<file path="config.mk">
export PLATFORM = sky130hd
export DESIGN_NAME = twc_fifo
export DESIGN_NICKNAME = d
export VERILOG_FILES = /design/src/rtl/twc_pkg.sv /design/src/rtl/twc_fifo.sv
export SDC_FILE = /design/constraint.sdc
export NUM_CORES = 1
export LEC_CHECK = 0
export ABC_CLOCK_PERIOD_IN_PS = 1610
export BUFFER_PORTS_ARGS = -buffer_cell sky130_fd_sc_hd__buf_2
export CAP_MARGIN = 30
export CORE_MARGIN = 2
export CORE_UTILIZATION = 49
export DETAILED_ROUTE_END_ITERATION = 7
export PLACE_DENSITY_LB_ADDON = 0.12
export SYNTH_ARGS = -nofsm -noshare
export SYNTH_HDL_FRONTEND = slang
export SYNTH_SLANG_ARGS = --single-unit
</file>
<file path="constraint.sdc">
create_clock -name clk -period 1.61 [get_ports clk]
set_input_delay 0.483 -clock clk [delete_from_list [all_inputs] [get_ports clk]]
set_output_delay 0.483 -clock clk [all_outputs]
set_load 0.005 [all_outputs]
</file>
<file path="src/rtl/twc_pkg.sv">
// Shared constants and types for the triangle waterline clipper.
package twc_pkg;

	localparam int COORD_BITS_DEF = 32;

	typedef enum logic [1:0] {
		KIND_WHOLE = 2'd0,
		KIND_ONE   = 2'd1,
		KIND_TWO   = 2'd2
	} clip_kind_t;

	typedef struct packed {
		logic full;
		logic empty;
	} q_status_t;

endpackage

</file>
<file path="src/rtl/twc_fifo.sv">
// Two-entry queue between the classifier and the cut unit.
module twc_fifo
	import twc_pkg::*;
#(
	parameter int W = 8
) (
	input  logic         clk,
	input  logic         arst_n,
	input  logic         push,
	input  logic [W-1:0] wdata,
	input  logic         pop,
	output logic [W-1:0] rdata,
	output q_status_t    qstat
);

	logic [W-1:0] mem_q [2];
	logic         wptr_q, rptr_q;
	logic [1:0]   cnt_q;

	always_ff @(posedge clk) begin
		if (push) begin
			mem_q[wptr_q] <= wdata;
		end
	end

	always_ff @(posedge clk or negedge arst_n) begin
		if (!arst_n) begin
			wptr_q <= 1'b0;
			rptr_q <= 1'b0;
			cnt_q  <= 2'd0;
		end else begin
			if (push) wptr_q <= ~wptr_q;
			if (pop) rptr_q <= ~rptr_q;
			cnt_q <= cnt_q + {1'b0, push} - {1'b0, pop};
		end
	end

	assign rdata       = mem_q[rptr_q];
	assign qstat.full  = cnt_q[1];
	assign qstat.empty = (cnt_q == 2'd0);

endmodule

</file>
; ---- After elaboration in Yosys (flattened, before gate mapping)
; Memories as Yosys holds them, arrays and structs flattened.
; Cells that the tools add are included.
[totals]
mem_bits_rw = 16
latchBits = 0
elab_cells = 11
input_bits = 12
out_inout_bits = 10
rom_bits = 0
mem_count = 1
regBits = 4
[mem_list]
columns = memory, depth, width, rd, rd_clocked_by_memory_dff, write_ports, line
row1 = mem_q, 2, 8, 1, 0, 1, twc_fifo.sv:16  ; logic [W-1:0] mem_q [2];
[op_classes]
eq_ne = 0
mux = 2
div_mod_pow = 0
reduce_logical = 1
bitwise_logic = 2
n_mul = 0
order_cmp = 0
n_addsub = 2
n_shift = 0
[ops]
columns = cell, n
row1 = $add A2 B1 Y2, 1
row2 = $logic_not A2 Y1, 1
row3 = $mux W1, 2
row4 = $not A1 Y1, 2
row5 = $sub A2 B1 Y2, 1

; ---- Longest topological paths before layout
[logic_depth]
ltp_word = 2
ltp_mapped = 5

; ---- Worst setup path before layout
; Ideal clock, no wire load.
[synth_path]
kind = in2reg
from = input port push
to = memory mem_q[0][0], enable pin
path_slack_ps = 334
n_path_buf = 0
path_stages = 1
arrival_time_ps = 903
cell_sequence = nor2b_1
[synth_via]
elab_chain_len = 2
[synth_rtl]
columns = item, line
row1 = "start, declared", twc_fifo.sv:9  ; input logic push,
row2 = $mux W1, twc_fifo.sv:21  ; if (push) begin
row3 = $mux W1 (not written as such), twc_fifo.sv:22  ; mem_q[wptr_q] <= wdata;
row4 = "end, declared", twc_fifo.sv:16
; Every way passes these cells.

; ---- Worst setup path in the final report
[layout_path]
from = register rptr_q
to = output port rdata[1]
[layout_via]
elab_chain_len = 1
[layout_rtl]
columns = item, line
row1 = "start, declared", twc_fifo.sv:17  ; logic wptr_q, rptr_q;
row2 = "start signal, assigned", twc_fifo.sv:33  ; if (pop) rptr_q <= ~rptr_q;
row3 = $mem_v2 Z2 W8, --
row4 = "end, declared", twc_fifo.sv:12  ; output logic [W-1:0] rdata,
; Every way passes these cells.

==> results.yml <==
outcome:
  status: "complete, but fails checks"
  failing_checks: "setup timing"
synth:
  synth_nets: 54
  synth_cells: 40
  synthesis.area_per_instance_um2: 20.2
  library_cells_used_by_synthesis: 12
  ys_seq_elements: 20
  synth.cell_area_um2: 810
  yosysWarningCount: 0
  synth.yosys.seq_area_share_pct: 71.7
layout:
  area_growth_pct: 27.8
  fillerInstances: 109
  mostFrequentLayoutCells: "16 x edfxtp_1, 14 x buf_2, 9 x buf_6"
  layout.cells.most_common: "edfxtp_1"
  final_layout_size_suffix_gt1_share_pct: 54.4
  nNetsFinal: 83
  diodes: 0
floorplan:
  die_area_mm2: 0.00199
  design.portCount: 22
  fp_rows: 14
  die_width_um: 44.6
  start_util_pct: 53.1
  core_region_area_mm2: 0.00152
  die_y_um: 44.6
sta:
  final-hold-violation-count: 0
  finalWorstSetupSlack_ns: -0.120
  post-route-period-util_pct: 107
  setup_repair_after_global_routing_missed_its_margin: "yes"
  worst_clock_skew_ns: 0.00656
  peak_freq_mhz: 578
  final-max-slew-violation-count: 0
  worst_pin_slew_ns: 0.365
  period_minus_slack_ns: 1.73
  setup_viol: 8
  timing.slew.headroom_pct: 75.7
grt:
  grt_use_total_pct: 11.8
  grt_overflow_total: 0
  grt_max_degree: 12
  grt_antenna_before_repair: 0
  grt_pass1_wl_um: 1610
  first_global_vias: 391
critical_path:
  cp.buffers_inverters: 2
  crit_path_end_kind: "output pin"
  worst_path_most_repeated_cell: "buf_6"
  timing.critical_path.slowest_cell_delay_ns: 0.42
  crit_path_max_fanout: 5
  worst_path_max_delay_cell: "dfrtp_2"
  crit_chain: "buf_6, mux2_4, buf_6"
  cp-start-kind: "flop"
  critical_path.startpoint: "rptr_q$_DFFE_PN0P_"
  timing.critical_path.max_delay_family: "flip-flops"
  criticalPathCategory: "flop to output pin"
  worstPathArrival_ns: 1.25
  required_time_at_the_worst_slack_endpoint_ns: 1.13
  rr_startpoint: "cnt_q[0]$_DFF_PN0_"
power:
  pwr-share-seq_pct: 45.6
  total_power_w: 0.00167
  clock_network_power_share_pct: 13.3
  p_int_w: 0.00125
  switching_power_w: 0.000418
  switching_share_pct: 25.0
  vdd_ir_drop_max_v: 0.00101
  cellLeakagePower_nw: 0.458
  comb_power_share_pct: 41.0
  pwr_density_cell_mw_per_mm2: 1620
drt:
  route.detailed.wl_per_inst_um: 12.7
  routed-via-count: 411
  drt-vias-per-instance: 4.89
  drc: 0
  antenna_violating_nets_left: 0
  dr.pass1.iters: 4
  first_iter_violations: 4
  route.final.wire_length_um: 1070
min_path:
  hold_path.class: "input pin to flop"
  min_from: "wdata[3]"
clock_network:
  cts.htree.levels: 1
  worstSkewPairLatency_ns: 0.28
  cts_inserted_buffers: 3
  clock_sinks: 20
  clock_tree.buffer_depth: 2
  clock_tree.root_cell: "clkbuf_4"
  tritoncts_clock_tree: "done"
  clkSlewWorstSetupHoldPaths_ns: 0.10
run:
  cap_violations: 0
placed_design:
  gp_congestion: 0.592
  port-buffer-count: 21
  post-dp-hpwl_um: 831
  detailedPlace.worstSlack_ns: 0.0189
through the flow:
stage	cell area [um2]	hold WS, ns	TNS, ns	cells	utilization [%]
after floorplan	810	0.187	0	40	-
after global placement	923	0.294	0	76	60.6
after detailed placement	923	0.295	0	76	60.6
after CTS	1000	0.366	-1.09	84	65.8
after global routing	1030	0.370	-1.26	84	67.9
final	1030	0.381	-0.905	84	67.9
power by group through the flow:
stage / Sequential, W / Clock, W / Combinational [W]
2_1_floorplan: 0.000756 / 0 / 0.000400
3_3_place_gp: 0.000816 / 0 / 0.000462
3_5_place_dp: 0.000822 / 0 / 0.000473
4_1_cts: 0.000764 / 0.000241 / 0.000632
5_1_grt: 0.000779 / 0.000256 / 0.000738
6_report: 0.000763 / 0.000223 / 0.000686
sequential cells by signal, summed over array words and instances (netlist names):
signal / cells
rptr_q: 1
cnt_q: 2
mem_q: 16
wptr_q: 1
path summary, 6_finish.rpt:
| kind | endpoint | slack [ns] | cells past startpoint |
|---|---|---|---|
| max | rdata[1] | -0.12 | 3 |
| min | mem_q[1][3]$_DFFE_PP_ | 0.38 | 1 |
| min in group asynchronous | wptr_q$_DFFE_PN0P_ | 0.52 | 2 |
| max in group asynchronous | rptr_q$_DFFE_PN0P_ | 0.95 | 2 |
| max reg2reg | cnt_q[1]$_DFF_PN0_ | 0.43 | 5 |
| min reg2reg | wptr_q$_DFFE_PN0P_ | 0.49 | 1 |
cells in the mapped netlist:
| cell | n | share of area [%] |
|---|---|---|
| nor2b_1 | 1 | 0.77 |
| and2_1 | 1 | 0.77 |
| mux2_4 | 8 | 15 |
| buf_6 | 1 | 1.4 |
| edfxtp_1 | 16 | 59 |
| dfrtp_1 | 4 | 12 |
| buf_4 | 1 | 0.93 |
| inv_1 | 2 | 0.93 |
| nor2_1 | 1 | 0.46 |
| xor2_1 | 2 | 2.2 |
| ha_1 | 2 | 3.1 |
| xor3_1 | 1 | 2.9 |
routing by layer:
layer  track usage, %  vias up  wire [um]
met4             1.82        0          0
met1             12.9      195        411
met3             3.67        0         47
met5                0        -          0
li1                 -      201          -
met2             22.3       15        607
area by class of cell:
cell class | instances | area, um2 | share of cell area [%]
flip-flops and latches | 20 | 582 | 56.2
multi-input cells | 16 | 203 | 19.6
repair buffers | 26 | 196 | 19.0
clock buffers | 4 | 26.3 | 2.54
well taps | 16 | 20.0 | 1.93
inverters | 2 | 7.51 | 0.726
logic make-up after synthesis:
logic type | after synthesis | synth area share, %
XOR/XNOR | 3 | 5.10
adder cells (fa/ha/maj) | 2 | 3.09
buffers and inverters | 4 | 3.25
flip-flops | 20 | 71.7
multiplexers | 8 | 14.8
AND/OR/NAND/NOR | 3 | 2.01
timing repair:
| item | 4_1_cts | 5_1_grt |
|---|---|---|
| gates resized for setup | 6 | 5 |
| setup buffers | 3 | 0 |
| gates cloned | 0 | 0 |
| hold buffers | 1 | 0 |
| setup endpoints to repair | 8 | 8 |
| endpoints found under the hold margin | 4 | 0 |
(Power assumes the default switching activity.)
