**config.mk**
```make
export PLATFORM = sky130hd
export DESIGN_NAME = twc_front
export DESIGN_NICKNAME = d
export VERILOG_FILES = /design/src/rtl/twc_pkg.sv /design/src/rtl/twc_front.sv
export SDC_FILE = /design/constraint.sdc
export NUM_CORES = 1
export LEC_CHECK = 0
export ABC_AREA = 0
export BUFFER_PORTS_ARGS = -buffer_cell sky130_fd_sc_hd__buf_2
export CAP_MARGIN = 20
export CORE_AREA = 2 2 349 351
export DETAILED_ROUTE_END_ITERATION = 6
export DIE_AREA = 0 0 351 353
export MAX_ROUTING_LAYER = met4
export REMOVE_ABC_BUFFERS = 1
export SLEW_MARGIN = 20
export SYNTH_ARGS = -nofsm -noshare
export SYNTH_HDL_FRONTEND = slang
export SYNTH_SLANG_ARGS = --single-unit
```
**constraint.sdc**
```tcl
create_clock -name vclk -period 4.46
set_input_delay 0.446 -clock vclk [all_inputs]
set_output_delay 0.446 -clock vclk [all_outputs]
set_load 0.05 [all_outputs]
```
**src/rtl/twc_pkg.sv**
```systemverilog
// Shared constants and types for the triangle waterline clipper.
package twc_pkg;

	localparam int COORD_BITS_DEF = 32;

	typedef enum logic [1:0] {
		KIND_WHOLE = 2'd0,
		KIND_ONE   = 2'd1,
		KIND_TWO   = 2'd2
	} clip_kind_t;

	typedef struct packed {
		logic full;
		logic empty;
	} q_status_t;

endpackage

```
**src/rtl/twc_front.sv**
```systemverilog
// Front end: classifies a triangle and orders its vertices for the cut unit.
module twc_front
	import twc_pkg::*;
#(
	parameter int CB = COORD_BITS_DEF,
	localparam int VW = 4 * CB,
	localparam int EW = 2 + 4 * VW
) (
	input  logic          start,
	input  q_status_t     qstat,
	input  logic [VW-1:0] vtx0,
	input  logic [VW-1:0] vtx1,
	input  logic [VW-1:0] vtx2,
	output logic          push,
	output logic [EW-1:0] entry
);

	logic [2:0]    under;
	logic [1:0]    lone;
	logic [VW-1:0] r0, r1, r2;
	logic [VW-1:0] p0, p1, p2, p3;
	clip_kind_t    kind;

	assign under = {vtx2[VW-1], vtx1[VW-1], vtx0[VW-1]};

	always_comb begin
		kind = KIND_WHOLE;
		lone = 2'd0;
		unique case (under)
			3'b001: begin kind = KIND_ONE; lone = 2'd0; end
			3'b010: begin kind = KIND_ONE; lone = 2'd1; end
			3'b100: begin kind = KIND_ONE; lone = 2'd2; end
			3'b110: begin kind = KIND_TWO; lone = 2'd0; end
			3'b101: begin kind = KIND_TWO; lone = 2'd1; end
			3'b011: begin kind = KIND_TWO; lone = 2'd2; end
			default: begin kind = KIND_WHOLE; lone = 2'd0; end
		endcase
	end

	always_comb begin
		unique case (lone)
			2'd1: begin r0 = vtx1; r1 = vtx2; r2 = vtx0; end
			2'd2: begin r0 = vtx2; r1 = vtx0; r2 = vtx1; end
			default: begin r0 = vtx0; r1 = vtx1; r2 = vtx2; end
		endcase
	end

	always_comb begin
		unique case (kind)
			KIND_ONE: begin p0 = r0; p1 = r2; p2 = r0; p3 = r1; end
			KIND_TWO: begin p0 = r2; p1 = r0; p2 = r1; p3 = r0; end
			default: begin p0 = vtx0; p1 = vtx1; p2 = vtx2; p3 = vtx0; end
		endcase
	end

	assign entry = {kind, p3, p2, p1, p0};
	assign push  = start & ~qstat.full & (under != 3'b000);

endmodule

```
* Yosys cells after proc, flatten, opt, wreduce, memory -nomap -nowiden
Cells that the tools add are included.
** Word-level totals
- Output and inout bits :: 515
- Word-level logic and storage cells :: 27
- Bits in registers :: 0
- Latch bits :: 0
- Memories kept :: 0
- Bits in writable memories :: 0
- Memory bits (read-only) :: 0
** Operators by class
- Reductions and logical operators :: 5
- Div/mod/pow operators :: 0
- Multiplexer cells :: 9
- Multiply operators :: 0
- $add $sub $neg :: 0
- Shift operators :: 0
- Bitwise gates (word level) :: 3
- Order comparisons :: 0
- Equality and inequality tests :: 10
** Operators with widths (number)
- 128-bit case mux with 2 select lines :: 7
- 3-bit equality test, second input constant :: 3
- 2-bit case mux with 2 select lines :: 2
- 3-bit by 2-bit equality test with 1-bit output, second input constant :: 2
- 3-bit OR reduction :: 2
- 2-bit by 1-bit equality test with 1-bit output, second input constant :: 2
- 2-bit equality test, second input constant :: 2
- 2-bit OR reduction :: 2
- 3-bit by 1-bit equality test with 1-bit output, second input constant :: 1
- 3-bit nonzero test :: 1
- 1-bit AND :: 2
- 1-bit inverter :: 1

* Depth between registers and ports, before layout
- Depth after elaboration :: 6
- Depth in mapped cells :: 11

* Least setup slack after synthesis
OpenSTA, ideal clock, no wires.
- Path kind :: input to output
- Start :: input port vtx1[127]
- End :: output port entry[38]
- Stages :: 9
- Data arrival time :: 2776 ps
- Data required time :: 4014 ps
- Buffers on the path :: 3
- Path slack :: 1238 ps
- Cell sequence :: xor2_1 a21oi_1 inv_1 ha_1 buf_2 buf_2 buf_1 a221oi_1 a21oi_1
** On the way
- Word-level cells in the longest chain between the ends :: 6
- Elaborated cells on any way between the ends :: 19
- Those cells by class :: eq/ne: 10; mux: 5; reduce/logical: 4
** Ends and longest elaborated chain
- start: declaration :: RTL line twc_front.sv:12 : input logic [VW-1:0] vtx1,
- 3-bit by 2-bit equality test with 1-bit output / 3-bit equality test (equally long branches) :: RTL line twc_front.sv:29 : unique case (under)
- 2-bit OR reduction (no source line)
- 2-bit case mux with 2 select lines :: RTL line twc_front.sv:29
- 2-bit equality test / 2-bit by 1-bit equality test with 1-bit output (equally long branches) :: RTL line twc_front.sv:41 : unique case (lone)
- 128-bit case mux with 2 select lines :: RTL line twc_front.sv:41
- 128-bit case mux with 2 select lines * :: RTL line twc_front.sv:49 : unique case (kind)
- end: declaration :: RTL line twc_front.sv:15 : output logic [EW-1:0] entry
Mark *: on every way between the ends. The rest lies on a longest branch, timed or not.

* Worst setup path in the final report
- Start :: input port vtx0[127]
- End :: output port entry[426]
** On the way
- Word-level cells in the longest chain between the ends :: 6
- Elaborated cells on any way between the ends :: 19
- Those cells by class :: eq/ne: 10; mux: 5; reduce/logical: 4
** Ends and longest elaborated chain
- start: declaration :: RTL line twc_front.sv:11 : input logic [VW-1:0] vtx0,
- 3-bit by 2-bit equality test with 1-bit output / 3-bit equality test (equally long branches) :: RTL line twc_front.sv:29
- 2-bit OR reduction (no source line)
- 2-bit case mux with 2 select lines :: RTL line twc_front.sv:29
- 2-bit equality test / 2-bit by 1-bit equality test with 1-bit output (equally long branches) :: RTL line twc_front.sv:41
- 128-bit case mux with 2 select lines :: RTL line twc_front.sv:41
- 128-bit case mux with 2 select lines * :: RTL line twc_front.sv:49
Marked as above.

==> implementation parameters <==
Parameter                              Value

Status
  Status ... finished, violations left
  Violated checks ... DRC

Critical path
  Number of buffer and inverter stages on the critical path ... 5
  Arrival time reported for the critical path endpoint ... ~3.6 ns
  Maximum fanout count along the critical path ... 90
  Crit path max-delay cell type ... sky130_fd_sc_hd__a21oi_1
  Category of the most critical setup path ... in -> out
  Cell class contributing the biggest share of worst-path delay ... buffers and inverters
  Crit-path cells ... buf_2 > and3b_1 > a21oi_1 > inv_1 > ha_4 > buf_12 > buf_4 > a221oi_1 > a21oi_1 > buf_2
  Worst stage delay on the critical path ... 0.51 ns
  Critical path required time ... 4.01 ns
  Startpoint type of the worst setup path ... primary input
  Endpoint class of the critical path ... output pin

Global routing
  GR Util All Layers ... 0.1855
  Vias in the first global route ... roughly 25000
  Largest net degree at the start of global routing ... 122
  Initial antenna violation count ... about 110
  Final global-route overflow total ... 0
  First-pass GRT wire length ... 172400 µm

Pwr
  Peak supply drop ... 0.2428 mV
  Fraction of power consumed by combinational cells ... 1.000
  Power per unit of standard cell area ... 374.0 mW/mm²
  Power share of the clock group ... 0
  Leakage power figure ... 9.681 nW
  Switching fraction of total power ... 0.7434
  Sequential fraction of design power ... 0
  Sw power ... 7.012 mW
  Internal power ... 2.420 mW

Synth
  Register area share after synthesis ... 0
  Unique masters post-synth ... 24
  Count of mapped cells out of synthesis ... 2833
  Main area contributors after synthesis ... sky130_fd_sc_hd__o211ai_1 (21%), sky130_fd_sc_hd__nand2b_1 (13%), sky130_fd_sc_hd__a22o_1 (12%)
  Cell taking the most area after synthesis ... sky130_fd_sc_hd__o211ai_1
  Combined area of all synthesized cells ... between 0.015 and 0.02 mm²
  Yosys warnings ... 0
  Per-instance average area after synthesis ... 6.441 µm²
  Proportion of netlist area held by the largest area contributor ... 0.2090

Run
  Number of max-cap violations ... 0

Floorplan
  Die Outline Area ... around 0.12 mm²
  Core Footprint ... between 0.1 and 0.15 mm²
  Starting density of the core ... 0.1513
  Die boundary height ... 353 µm
  Number of cell rows ... 128
  Die Span X ... 351 µm
  Number of top-level design ports ... 902

Place
  DP Wirelength ... 95430 µm
  Routability cong. ... 1.017
  Cell Count Post-Placement ... 5102
  Port Buffer Count ... 901

Timing
  Final hold violation count ... 0
  Share of the clock period used by the worst path after layout ... 0.9071
  Final critical-path required period ... 4.046 ns
  Slew @ Worst Pin ... 0.7302 ns
  RSZ-0062 raised after global routing ... no
  Setup tns final ... 0 ns
  Max-Slew Margin vs Limit ... 0.5132
  Timing-limited maximum frequency ... 247.2 MHz
  Total of endpoints with negative setup slack in the final report ... 0
  Max-slew violations ... 0

Final layout
  Reg area ... 0 µm²
  Final Net Count ... 3872
  Count of clock-net buffers in the final layout ... 0
  Proportion of layout cells with a drive suffix above 1 ... 0.3060
  Layout sequential cell count ... 0
  Area added between synthesis and finish ... 38.21%
  Cell Count, Final, Fillers Out ... a little over 5000

Clocking
  Post-CTS setup repair buffer count ... 0
  Hold_buf cts ... 0
  Cts repair resizes ... 0

Min path
  Path type of the worst min-delay path ... in -> out

Detailed routing
  Number of nets still failing antenna checks after routing ... 0
  1st-iter DRT viols ... roughly 4100
  Avg Vias per Cell ... ~5.6
  Drt first pass iters ... 7
  Overall routed net length ... 122100 µm
  Detail-routed net length per standard cell ... 23.64 µm
  Total number of vias ... between 20000 and 30000
  Count of unresolved DRC violations after routing ... 6
==> power groups by stage <==
stage	Clock [mW]	Combinational, mW	Sequential (mW)
after global placement	0	9.22	0
after detailed placement	0	9.28	0
after floorplan	0	7.44	0
after CTS	0	9.31	0
after global routing	0.00000159	9.85	0
final	0.00000191	9.43	0
==> logic make-up (layout without fill, tap and decap cells) <==
family	count (synthesis)	after routing	share of synthesized area
AO/OA/AOI/OAI	1406	1406	0.6055
other	0	62	0
adder cells (fa/ha/maj)	6	6	0.004526
XOR/XNOR	1	1	0.0004801
AND/OR/NAND/NOR	1036	1036	0.3018
buffers and inverters	384	1028	0.08770
==> worst paths after layout <==
check	start	to	cells past startpoint
setup / recovery	vtx0[127]	entry[426]	10
hold / removal	start	push	4
==> layout make-up <==
type / count / area, µm²
antenna: 62 / 155.1
inverter: 4 / 15.01
fill: 13660 / 95380
tap: 1625 / 2033
multi-input combinational: 2449 / 16730
timing repair buffer: 1024 / 6284
==> cells in the mapped netlist <==
| library cell | n |
|---|---|
| sky130_fd_sc_hd__buf_2 | 70 |
| sky130_fd_sc_hd__and2_1 | 3 |
| sky130_fd_sc_hd__nor2b_1 | 132 |
| sky130_fd_sc_hd__a221oi_2 | 30 |
| sky130_fd_sc_hd__a22o_1 | 254 |
| sky130_fd_sc_hd__nand2b_1 | 382 |
| sky130_fd_sc_hd__nor2_1 | 4 |
| sky130_fd_sc_hd__o21ai_0 | 1 |
| sky130_fd_sc_hd__inv_1 | 4 |
| sky130_fd_sc_hd__nand2_1 | 259 |
| sky130_fd_sc_hd__xor2_1 | 1 |
| sky130_fd_sc_hd__fa_1 | 1 |
| sky130_fd_sc_hd__and3b_1 | 1 |
| sky130_fd_sc_hd__o211ai_1 | 508 |
| sky130_fd_sc_hd__a221oi_1 | 226 |
| sky130_fd_sc_hd__buf_6 | 4 |
| sky130_fd_sc_hd__o21a_1 | 1 |
| sky130_fd_sc_hd__buf_1 | 42 |
| sky130_fd_sc_hd__buf_4 | 11 |
| sky130_fd_sc_hd__a221o_1 | 127 |
| sky130_fd_sc_hd__nand3_1 | 255 |
| sky130_fd_sc_hd__ha_1 | 5 |
| sky130_fd_sc_hd__a21oi_1 | 259 |
| sky130_fd_sc_hd__clkbuf_1 | 253 |
==> routing by layer <==
layer,global-route usage,routed length [µm]
met3,0.05494,15040
met4,0.08172,4954
met1,0.2318,48370
met5,-,0
met2,0.2737,53700
==> through the flow <==
step | total power, mW | area, µm² | utilization | setup WS [ns] | hold WS, ns
after global routing | 9.852 | 25190 | 0.2089 | 0.3304 | 1.309
after floorplan | 7.438 | 16660 | - | -27.53 | 1.127
after global placement | 9.222 | 25060 | 0.2078 | 0.6464 | 1.292
final | 9.431 | 25220 | 0.2091 | 0.4142 | 1.307
after CTS | 9.309 | 25060 | 0.2078 | 0.5812 | 1.299
after detailed placement | 9.284 | 25060 | 0.2078 | 0.5839 | 1.294
==> cell usage in the layout (no fill, tap or decap), drive strengths merged <==
cell       n
nand3    255
a221oi   256
and2       3
diode     62
a21oi    259
buf     1024
o21ai      1
o211ai   508
o21a       1
ha         5
inv        4
nand2    259
fa         1
xor2       1
and3b      1
nor2       4
a221o    127
a22o     254
nor2b    132
nand2b   382
Note: power is estimated with default switching activity, not from simulation.
